===== config.mk =====
export PLATFORM = sky130hd
export DESIGN_NAME = rppa_front_flat
export DESIGN_NICKNAME = d
export VERILOG_FILES = /design/src/hw/rtl/rppa_pkg.sv /design/src/hw/rtl/rppa_if.sv /design/src/hw/rtl/rppa_front.sv /design/src/flat_wrapper.sv
export SDC_FILE = /design/constraint.sdc
export NUM_CORES = 1
export LEC_CHECK = 0
export BUFFER_PORTS_ARGS = -buffer_cell sky130_fd_sc_hd__buf_2
export CAP_MARGIN = 20
export CORE_MARGIN = 2
export CORE_UTILIZATION = 29
export DETAILED_ROUTE_END_ITERATION = 8
export MAX_ROUTING_LAYER = met4
export PLACE_DENSITY = 0.9
export SYNTH_ARGS = -nofsm -noshare
export SYNTH_HDL_FRONTEND = slang
export SYNTH_SLANG_ARGS = --single-unit

===== constraint.sdc =====
create_clock -name vclk -period 1.3
set_input_delay 0.26 -clock vclk [all_inputs]
set_output_delay 0.26 -clock vclk [all_outputs]
set_load 0.05 [all_outputs]

===== src/hw/rtl/rppa_pkg.sv =====
// ---------------------------------------------------------------------------
// rppa_pkg
// Shared types and constants of the page pool allocator: field widths,
// action and status codes, queue entry and back end state encodings.
// ---------------------------------------------------------------------------
package rppa_pkg;

   localparam int HANDLE_W    = 13;
   localparam int ACTION_W    = 3;
   localparam int STATUS_W    = 3;
   localparam int COUNT_W     = 16;
   localparam int NEED1_W     = HANDLE_W + 1;
   localparam int QUEUE_DEPTH = 2;

   typedef enum logic [ACTION_W-1:0] {
      ACT_ALLOCATE         = 3'd0,
      ACT_ADD_REFERENCE    = 3'd1,
      ACT_RELEASE          = 3'd2,
      ACT_DUPLICATE        = 3'd3,
      ACT_DUPLICATE_SHARED = 3'd4,
      ACT_CHECK_AVAILABLE  = 3'd5,
      ACT_VALIDATE         = 3'd6
   } action_type;

   typedef enum logic [STATUS_W-1:0] {
      ST_OK           = 3'd0,
      ST_NO_MEMORY    = 3'd1,
      ST_SLOT_BUSY    = 3'd2,
      ST_SLOT_EMPTY   = 3'd3,
      ST_OUT_OF_POOL  = 3'd4,
      ST_NOT_IN_USE   = 3'd5,
      ST_REF_OVERFLOW = 3'd6
   } status_type;

   typedef enum logic [1:0] {
      BK_FETCH,
      BK_EXEC,
      BK_FIX
   } back_state_type;

   // classified request as it sits in the queue
   typedef struct packed {
      action_type          action;
      logic [HANDLE_W-1:0] slot_handle;
      logic [HANDLE_W-1:0] page_handle;
      logic [NEED1_W-1:0]  need_plus_one;
      logic                slot_zero;
      logic                page_zero;
      logic                slot_eq_page;
   } cmd_type;

   typedef struct packed {
      logic empty;
      logic full;
   } queue_status_type;

endpackage


===== src/hw/rtl/rppa_if.sv =====
// ---------------------------------------------------------------------------
// rppa request and response channels
// Valid/ready channels of the allocator; a beat moves when both are high.
// ---------------------------------------------------------------------------
interface rppa_req_if;
   logic                          valid;
   logic                          ready;
   logic [rppa_pkg::ACTION_W-1:0] action;
   logic [rppa_pkg::HANDLE_W-1:0] slot_handle;
   logic [rppa_pkg::HANDLE_W-1:0] page_handle;
   logic [rppa_pkg::HANDLE_W-1:0] need_pages;

   modport source (output valid, action, slot_handle, page_handle, need_pages,
                   input ready);
   modport sink   (input valid, action, slot_handle, page_handle, need_pages,
                   output ready);
endinterface



===== src/hw/rtl/rppa_front.sv =====
// ---------------------------------------------------------------------------
// rppa_front
// Takes request beats, decodes the action and precomputes handle compares
// before the item enters the queue.
// ---------------------------------------------------------------------------
module rppa_front (
   rppa_req_if.sink          req,
   input  logic              q_full,
   output logic              q_push,
   output rppa_pkg::cmd_type q_cmd
);

   localparam int NW = rppa_pkg::NEED1_W;

   assign req.ready = !q_full;
   assign q_push    = req.valid && !q_full;

   always_comb begin
      q_cmd.action        = rppa_pkg::action_type'(req.action);
      q_cmd.slot_handle   = req.slot_handle;
      q_cmd.page_handle   = req.page_handle;
      q_cmd.need_plus_one = NW'(req.need_pages) + NW'(1);
      q_cmd.slot_zero     = (req.slot_handle == '0);
      q_cmd.page_zero     = (req.page_handle == '0);
      q_cmd.slot_eq_page  = (req.slot_handle == req.page_handle);
   end

endmodule


===== src/flat_wrapper.sv =====
// flat-port wrapper written by rule: the top's interface ports become plain ports
module rppa_front_flat 
  (q_full, q_push, q_cmd, req_valid, req_action, req_slot_handle, req_page_handle, req_need_pages, req_ready);
  rppa_req_if req_i ();
  input  logic q_full;
  output logic q_push;
  output rppa_pkg::cmd_type q_cmd;
  input wire logic [$bits(req_i.valid)-1:0] req_valid;
  input wire logic [$bits(req_i.action)-1:0] req_action;
  input wire logic [$bits(req_i.slot_handle)-1:0] req_slot_handle;
  input wire logic [$bits(req_i.page_handle)-1:0] req_page_handle;
  input wire logic [$bits(req_i.need_pages)-1:0] req_need_pages;
  output wire logic [$bits(req_i.ready)-1:0] req_ready;
  assign req_i.valid = req_valid;
  assign req_i.action = req_action;
  assign req_i.slot_handle = req_slot_handle;
  assign req_i.page_handle = req_page_handle;
  assign req_i.need_pages = req_need_pages;
  assign req_ready = req_i.ready;
  rppa_front u_core (.req(req_i), .q_full(q_full), .q_push(q_push), .q_cmd(q_cmd));
endmodule

# Word-level counts from Yosys, hierarchy flattened
# Index checks and enable logic that the tools add are counted.
# word_totals
register_bits	0
wordCells	6
# classes
eq_ne	1
n_reduce_logical	4
n_addsub	1
# ops
operator	count
$logic_not A13 Y1	2
$add A13 B1 Y14 const B	1
$eq A13 B13 Y1	1
$logic_and A1 B1 Y1	1
$logic_not A1 Y1	1

# Depth between registers and ports, before layout
# logic_depth
depth_word	2
ltp_mapped	5

# Worst setup path after synthesis
# No wires, ideal clock.
# synth_timing
path_type	input to output
from	input req_page_handle[1]
to	output q_cmd[1] (netlist name)
path_slack_ns	-1.242
arrival_ns	2.282
stages	2
n_path_buf	0
path_cell_list	or4_1 -> nor4_1
# synth_lines
item	line	text
start: declaration	flat_wrapper.sv:11	input wire logic [$bits(req_i.page_handle)-1:0] req_page_handle;
end: declaration	flat_wrapper.sv:7	output rppa_pkg::cmd_type q_cmd;

==> results.txt <==
Synth warnings: 0
multi-input combinational cell area: 733.2 sq um
Flop pwr share: 0
Synth top area share: 0.3439
fin crit period: 1.618 ns
DR DRC count: 0
core area: 2002 sq um
Logic pwr share: 1.000
mapped cell area: 633.1 sq um
Peak Freq: 618.2 MHz
fin crit share: 1.244
Initial Util: 0.3162
Final Max Slew Viols: 0
P_leak: 0.8015 nW
RSZ-0062 raised after global routing: true
total global-route track usage: 0.2422
net count after synthesis: 134
via count: 1010
status: complete, but fails checks
wire per inst: 15.04 microns
Post-Syn Area per Cell: 7.114 sq um
most common cell in the synthesized netlist: buf_4
Clock Power Share: 0
Critical Path Fanout Max: 2
GRT Max-Usage Layer: met2
crit path from: req_page_handle[0]
CP delay by family, top: simple AND/OR/NAND/NOR gates
Slew @ Worst Pin: 0.2759 ns
library cells used by synthesis: 17
DRT Pass-1 Iters: 4
Layout Area Growth over Synthesis: 163.8%
total of max-cap violations: 0
peak supply drop: 0.4507 mV
n_diodes: 0
CP endpoint kind: primary output
number of clock buffers in the layout: 0
critical path arrival: 1.36 ns
top post-synthesis cells by area: buf_4, xnor2_1, xor2_1
final setup vio count: 14
switching share of total power: 0.6170
overall routed net length: 3143 microns
dpl ws: -0.4873 ns
pwr dens: 437.3 nW/um^2
# fillers: 103
CP startpoint kind: input pin
Die W: 50.73 microns
worst hold path type: input pin to primary output
Post-DP HPWL: 2408 microns
Cells after Synth: 89
gpl congestion: 0.6834
DR vias/cell: 4.833
Hold Violations, Final: 0
CP max stage cell: or4_4
Seq/Total Area, Yosys: 0
Crit path top cell by count: buf_6
most frequent cells after synthesis: buf_4, xnor2_1, xor2_1
worst path bufs/invs: 2
grt met2 use: 0.5088
Crit path largest cell delay: 0.53 ns
first-pass GRT wire length: 4664 microns
CP required: 1.04 ns
failing checks: setup timing
total gr overflow: 0
overall power: 0.7304 mW
io pins: 92
port buffer count: 86
die area: 2573 sq um
initial antenna violation count: 0
Synth area leader: buf_4
Final #Nets: 229
GR Util met3: 0.01488
vias in the first global route: 1080
Storage cell area: 0 sq um
CP Cell Sequence: buf_6 > or4_4 > nor4_4 > buf_6
placement row count: 16
Relative slew margins: 0.8154
layout cell share with drive strength beyond 1: 0.8352
switching power total: 0.4506 mW
post-route ant nets: 0
Detailed Route Iter0 Violations: 8
largest net degree at the start of global routing: 5
Worst Setup Slack, final: -0.3177 ns
die height: 50.73 microns
CP Class: input pin to primary output
FF+latch count: 0
met1 Track Usage GR: 0.2288
Internal: 0.2798 mW
Hold Crit Start: req_action[1]
[cells by family (layout without fill, tap and decap cells)]
logic type,after synthesis,count (layout),share of synthesized area
buffers and inverters,32,125,0.3617
adder cells (fa/ha/maj),1,1,0.01976
XOR/XNOR,24,24,0.3320
AND/OR/NAND/NOR,32,32,0.2866
[cell type report]
| type | count | area share |
|---|---|---|
| inverter | 3 | 0.006742 |
| tap | 27 | 0.02022 |
| multi-input combinational | 57 | 0.4390 |
| timing repair buffer | 122 | 0.5341 |
[power groups by stage]
stage | Clock, mW | Sequential [mW] | Combinational, mW
after floorplan | 0 | 0 | 0.461
after global placement | 0 | 0 | 0.621
after detailed placement | 0 | 0 | 0.637
after CTS | 0 | 0 | 0.701
after global routing | 0 | 0 | 0.760
final | 0 | 0 | 0.730
[what timing repair did]
action,in CTS,in global routing
resized for setup,54,9
setup endpoints to repair,15,14
hold endpoints to repair,0,0
pin swaps,20,14
setup buffers,3,8
hold buffers,0,0
[stage by stage]
step	utilization	TNS (ns)	area (sq um)	hold slack, ns	std cells
6_report	0.8344	-2.481	1670	0.5200	209
5_1_grt	0.8344	-2.981	1670	0.5201	209
4_1_cts	0.7969	-2.362	1595	0.5206	204
3_5_place_dp	0.6875	-4.416	1376	0.5206	203
3_3_place_gp	0.6875	-3.907	1376	0.5206	203
2_1_floorplan	-	-1.957	904.6	0.5873	89
[metal layers]
layer  vias up  share of wire
li1        458              -
met1       470           0.32
met2        66           0.57
met3        16          0.064
met4         0          0.045
met5         -              0
[placed cells by master, fill, tap and decap left out, types with 3 or more instances in the layout]
master    n
inv_1     3
nand4_1   5
nor4_4    3
buf_2    59
xor2_4    5
buf_6    27
xor2_1    6
buf_4    33
buf_8     3
nor2_4    4
xnor2_1   7
xnor2_4   4
[worst paths after layout]
path  cells past startpoint         to  slack (ns)
min                       0  q_cmd[44]        0.52
max                       4   q_cmd[1]       -0.32
(Power assumes the default switching activity.)
