===== config.mk =====
export PLATFORM = sky130hd
export DESIGN_NAME = rppa_fifo
export DESIGN_NICKNAME = d
export VERILOG_FILES = /design/src/hw/rtl/rppa_pkg.sv /design/src/hw/rtl/rppa_fifo.sv
export SDC_FILE = /design/constraint.sdc
export NUM_CORES = 1
export LEC_CHECK = 0
export BUFFER_PORTS_ARGS = -buffer_cell sky130_fd_sc_hd__buf_2
export CAP_MARGIN = 20
export CORE_UTILIZATION = 51
export CTS_CLUSTER_DIAMETER = 60
export DETAILED_ROUTE_END_ITERATION = 12
export HOLD_SLACK_MARGIN = 0.05
export PLACE_DENSITY = 0.87
export SLEW_MARGIN = 20
export SYNTH_ARGS = -nofsm -noshare
export SYNTH_HDL_FRONTEND = slang
export SYNTH_SLANG_ARGS = --single-unit

===== constraint.sdc =====
create_clock -name clock -period 3.8 [get_ports clock]
set_input_delay 0.76 -clock clock [delete_from_list [all_inputs] [get_ports clock]]
set_output_delay 0.76 -clock clock [all_outputs]
set_load 0.01 [all_outputs]

===== src/hw/rtl/rppa_pkg.sv =====
// ---------------------------------------------------------------------------
// rppa_pkg
// Shared types and constants of the page pool allocator: field widths,
// action and status codes, queue entry and back end state encodings.
// ---------------------------------------------------------------------------
package rppa_pkg;

   localparam int HANDLE_W    = 13;
   localparam int ACTION_W    = 3;
   localparam int STATUS_W    = 3;
   localparam int COUNT_W     = 16;
   localparam int NEED1_W     = HANDLE_W + 1;
   localparam int QUEUE_DEPTH = 2;

   typedef enum logic [ACTION_W-1:0] {
      ACT_ALLOCATE         = 3'd0,
      ACT_ADD_REFERENCE    = 3'd1,
      ACT_RELEASE          = 3'd2,
      ACT_DUPLICATE        = 3'd3,
      ACT_DUPLICATE_SHARED = 3'd4,
      ACT_CHECK_AVAILABLE  = 3'd5,
      ACT_VALIDATE         = 3'd6
   } action_type;

   typedef enum logic [STATUS_W-1:0] {
      ST_OK           = 3'd0,
      ST_NO_MEMORY    = 3'd1,
      ST_SLOT_BUSY    = 3'd2,
      ST_SLOT_EMPTY   = 3'd3,
      ST_OUT_OF_POOL  = 3'd4,
      ST_NOT_IN_USE   = 3'd5,
      ST_REF_OVERFLOW = 3'd6
   } status_type;

   typedef enum logic [1:0] {
      BK_FETCH,
      BK_EXEC,
      BK_FIX
   } back_state_type;

   // classified request as it sits in the queue
   typedef struct packed {
      action_type          action;
      logic [HANDLE_W-1:0] slot_handle;
      logic [HANDLE_W-1:0] page_handle;
      logic [NEED1_W-1:0]  need_plus_one;
      logic                slot_zero;
      logic                page_zero;
      logic                slot_eq_page;
   } cmd_type;

   typedef struct packed {
      logic empty;
      logic full;
   } queue_status_type;

endpackage


===== src/hw/rtl/rppa_fifo.sv =====
// ---------------------------------------------------------------------------
// rppa_fifo
// Short queue of classified requests between front and back end.
// ---------------------------------------------------------------------------
module rppa_fifo #(
   parameter int DEPTH = 2
) (
   input  logic                       clock,
   input  logic                       reset,
   input  logic                       push,
   input  rppa_pkg::cmd_type          push_data,
   input  logic                       pop,
   output rppa_pkg::cmd_type          head,
   output rppa_pkg::queue_status_type status
);

   localparam int PTR_W = (DEPTH > 1) ? $clog2(DEPTH) : 1;
   localparam int CNT_W = $clog2(DEPTH + 1);

   rppa_pkg::cmd_type  entries_ff [DEPTH];
   logic [PTR_W-1:0]   wr_ptr_ff, wr_ptr_in;
   logic [PTR_W-1:0]   rd_ptr_ff, rd_ptr_in;
   logic [CNT_W-1:0]   count_ff, count_in;

   always_comb begin
      wr_ptr_in = wr_ptr_ff;
      rd_ptr_in = rd_ptr_ff;
      count_in  = count_ff;
      if (push) begin
         wr_ptr_in = (wr_ptr_ff == PTR_W'(DEPTH - 1)) ? '0 : wr_ptr_ff + PTR_W'(1);
      end
      if (pop) begin
         rd_ptr_in = (rd_ptr_ff == PTR_W'(DEPTH - 1)) ? '0 : rd_ptr_ff + PTR_W'(1);
      end
      if (push && !pop) begin
         count_in = count_ff + CNT_W'(1);
      end else if (pop && !push) begin
         count_in = count_ff - CNT_W'(1);
      end
   end

   always_ff @(posedge clock) begin
      if (reset) begin
         wr_ptr_ff <= '0;
         rd_ptr_ff <= '0;
         count_ff  <= '0;
      end else begin
         wr_ptr_ff <= wr_ptr_in;
         rd_ptr_ff <= rd_ptr_in;
         count_ff  <= count_in;
      end
   end

   always_ff @(posedge clock) begin
      if (push) begin
         entries_ff[wr_ptr_ff] <= push_data;
      end
   end

   assign head         = entries_ff[rd_ptr_ff];
   assign status.empty = (count_ff == '0);
   assign status.full  = (count_ff == CNT_W'(DEPTH));

endmodule


* Word level (Yosys, flattened, before mapping)
Memories as Yosys holds them, arrays and structs flattened. A register that Yosys moved wholly into a read port is not among the register bits.
Index checks and enable logic that the tools add are counted.
** Storage, ports and cells
- Flip-flop bits (word level) :: 4
- Memory bits (writable) :: 92
- Input port bits :: 50
- Output and inout bits :: 48
- Logic and storage cells :: 23
- Memories :: 1
** Memories
- entries_ff :: depth 2, bits a word 46, rd ports 1, clocked after memory_dff 1, wr ports 1, RTL line rppa_fifo.sv:20 : rppa_pkg::cmd_type entries_ff [DEPTH];
** Cells by class
- $add $sub $neg :: 4
- Equal/unequal tests :: 1
- Multiplexer cells :: 8
- Reductions and logical operators :: 6
** Operators with widths (count)
- 2-to-1 mux 1 bit :: 6
- 2-to-1 mux 2 bit :: 2
- adder 1 bit (second input constant) :: 2
- adder 2 x 1 -> 2 bit (second input constant) :: 1
- equality test 2 bit (second input constant) :: 1
- logical AND 1 bit :: 2
- logical NOT 1 bit :: 2
- logical NOT 2 bit :: 1
- nonzero test 2 bit :: 1
- subtractor 2 x 1 -> 2 bit (second input constant) :: 1

* Logic depth before layout (Yosys ltp)
- Depth in word-level cells :: 4
- Gate-level depth with buffers :: 5
- Gate-level depth less buffers :: 5

* Worst setup path before layout
No wires, ideal clock.
- Kind :: input-to-reg
- Start point :: in push
- End point :: mem entries_ff[0][0] in the netlist's numbering, enable pin
- Setup time :: 0.455 ns
- Data arrival time :: 2.806 ns
- Data required time :: 3.345 ns
- Path slack :: 0.539 ns
- Stages :: 1
- Path buffers :: 0
- Path through :: nor2b_1
** Between the ends
- Longest elaborated chain between the ends :: 2
** RTL lines
- from (decl) :: RTL line rppa_fifo.sv:10 : input logic push,
- 2-to-1 mux 1 bit :: RTL line rppa_fifo.sv:55 : if (push) begin
- 2-to-1 mux 1 bit (not written as such) :: RTL line rppa_fifo.sv:56 : entries_ff[wr_ptr_ff] <= push_data;
- to (decl) :: RTL line rppa_fifo.sv:20
No other way between the ends.

==> reports/qor.yml <==
run:
  maxCapViolCount: 0
routing:
  num_vias: 1807
  first_pass_iters: 4
  first_iter_violations: 58
  avgViaCountPerCell: 5.13
  drt-wirelength-per-cell_um: 15.8
  routed_wl_um: 5550
  antenna_left: 0
  drc: 0
finish:
  final_area_mm2: 0.00431
  final_util_pct: 65.9
  n_antenna_cell: 0
  drive_gt1_share_pct: 58.9
  fin_nets: 321
  fill_cells: 470
  area_growth_pct: 21.7
floorplanning:
  die_h_um: 85.3
  dieArea_mm2: 0.00728
  start_util_pct: 54.2
  die_w_um: 85.3
  num_rows: 29
  io_pins: 98
  fp.coreArea_mm2: 0.00653
logic_synthesis:
  syn_nets: 216
  avgSynthCellArea_um2: 21.4
  synth-seq-cells: 97
  ys_types: 16
  synthCells: 165
  syn-cell-area_mm2: 0.00354
  yosysSeqAreaShare_pct: 80.9
  synth_warnings: 0
worst_setup_path:
  critPathSlowestCell: "dfxtp_2"
  arrival_ns: 2.04
  crit_family: "flip-flops"
  cp_max_fo: 29
  cp_cell_sequence: "buf_4 > mux2_2 > buf_2"
  crit_buf_inv: 2
  crit_type: "reg2out"
  cpPeakStageDelay_ns: 0.80
  end_kind: "primary output"
  startpoint_type: "flip-flop"
  critical_path_required_ns: 3.04
  worst-r2r-setup-slack_ns: 2.09
global_route:
  use_met1_pct: 17.5
  grt_use_met3_pct: 6.13
  antenna_found_initial: 0
  track_usage_pct: 16.0
  grt_max_degree: 47
  grt_pass1_vias: 1866
  busiest_layer: "met2"
  grt_use_met2_pct: 28.7
  grt_first_pass_wirelength_um: 8560
  grt_overflow_total: 0
clock_tree:
  cts_made_buffers: 9
  cts_setup_buffers: 0
  htreeDepth: 3
  cts_tree: "yes"
  root_buffer: "clkbuf_8"
  path_clk_slew_ns: 0.08
  cts_buffer_depth: 2
  clock_latency_ns: 0.34
  cts_hold_buf: 0
  cts_resized: 0
  clock-sinks: 97
placed_design:
  place_area_mm2: 0.00410
  place.port_buffers: 97
  dp_hpwl_um: 3550
  gp_congestion: 0.665
  pre_cts_ws_ns: 1.33
min_path:
  hold_class: "reg2reg"
sta:
  setup_violations: 0
  worst_clock_skew_ns: 0.00488
  slew_violations: 0
  hold_viol_final: 0
  tightest_slew_ns: 0.715
  min_period_ns: 2.80
  fin_tns_setup_ns: 0
  rsz0062_at_grt: "false"
  fin_crit_sh_pct: 73.7
  hold_slack_ns: 0.510
  timing.slew.headroom_pct: 52.3
  max_freq_ghz: 0.357
  fin_ws_ns: 0.999
power:
  p_leak_nw: 1.63
  power_density_mw_per_mm2: 510
  vdd_drop_max_mv: 0.317
run_status:
  status: "completed"
## per-stage QoR
stage,total power [mW],cells
floorplan,1.44,165
global placement,1.53,336
detailed placement,1.54,336
CTS,2.22,352
global route,2.28,352
finish,2.20,352
## final cells by class
class | instances | area, um2 | share of cell area, %
Inverter | 1 | 3.75 | 0.0872
Multi-Input combinational cell | 62 | 632 | 14.7
Sequential cell | 97 | 2860 | 66.5
Tap cell | 77 | 96.3 | 2.24
Timing Repair Buffer | 99 | 500 | 11.6
Clock inverter | 7 | 85.1 | 1.98
Clock buffer | 9 | 124 | 2.88
## path summary, 6_finish.rpt
kind	start	end	cells past startpoint
min	count_ff[1]	count_ff[1]	2
max	flip-flop	head[27]	3
min reg2reg	count_ff[1]	count_ff[1]	2
max reg2reg	wr_ptr_ff	entries_ff[0][42]	2
## cell usage after synthesis, drive strengths merged
cell    count  area (um2)
a21oi       1        5.00
and2        1        6.26
and2b       1        8.76
buf         5        50.0
dfxtp       5         100
edfxtp     92        2760
ha          1        12.5
inv         1        3.75
mux2       46         518
nor2        5        18.8
nor2b       1        6.26
o21ai       1        5.00
or3         1        6.26
xnor2       2        17.5
xor2        2        17.5
## power by group
| group | total (mW) | switching (mW) | internal (mW) |
|---|---|---|---|
| Combinational | 0.241 | 0.120 | 0.121 |
| Clock | 0.683 | 0.319 | 0.364 |
| Sequential | 1.27 | 0.0298 | 1.24 |
| Total | 2.20 | 0.469 | 1.73 |
## cell families (layout without fill, tap and decap cells)
group | after synthesis | count (layout) | share of synthesized area, %
flops | 97 | 97 | 80.9
buf+inv | 6 | 116 | 1.52
simple gates | 9 | 9 | 1.31
mux | 46 | 46 | 14.6
fa+ha+maj | 1 | 1 | 0.354
compound gates | 2 | 2 | 0.283
xor+xnor | 4 | 4 | 0.990
## cell usage in the layout (no fill, tap or decap), drive strengths merged, types with 2 or more instances in the layout
master  netlist  layout
nor2          5       5
bufinv        0       2
xor2          2       2
edfxtp       92      92
buf           5      99
clkinv        0       5
clkbuf        0       9
dfxtp         5       5
mux2         46      46
xnor2         2       2
## sequential cells by signal, summed over array words and instances, names as in the netlist, named ones only
name	cells
entries_ff	92
wr_ptr_ff	1
count_ff	2
rd_ptr_ff	1
## tightest hold or removal path, stage by stage, from the launching register on
cell and delay, ns:
dfxtp_1 0.33, o21ai_0 0.07, a21oi_1 0.06
## per-layer routing
| metal | up-vias | wire length [um] | share of wire (%) |
|---|---|---|---|
| li1 | 852 | - | - |
| met1 | 893 | 2190 | 39 |
| met2 | 58 | 3030 | 55 |
| met3 | 4 | 295 | 5.3 |
| met4 | 0 | 34 | 0.61 |
| met5 | - | 0 | 0 |
Power figures use the tool's default switching activity.
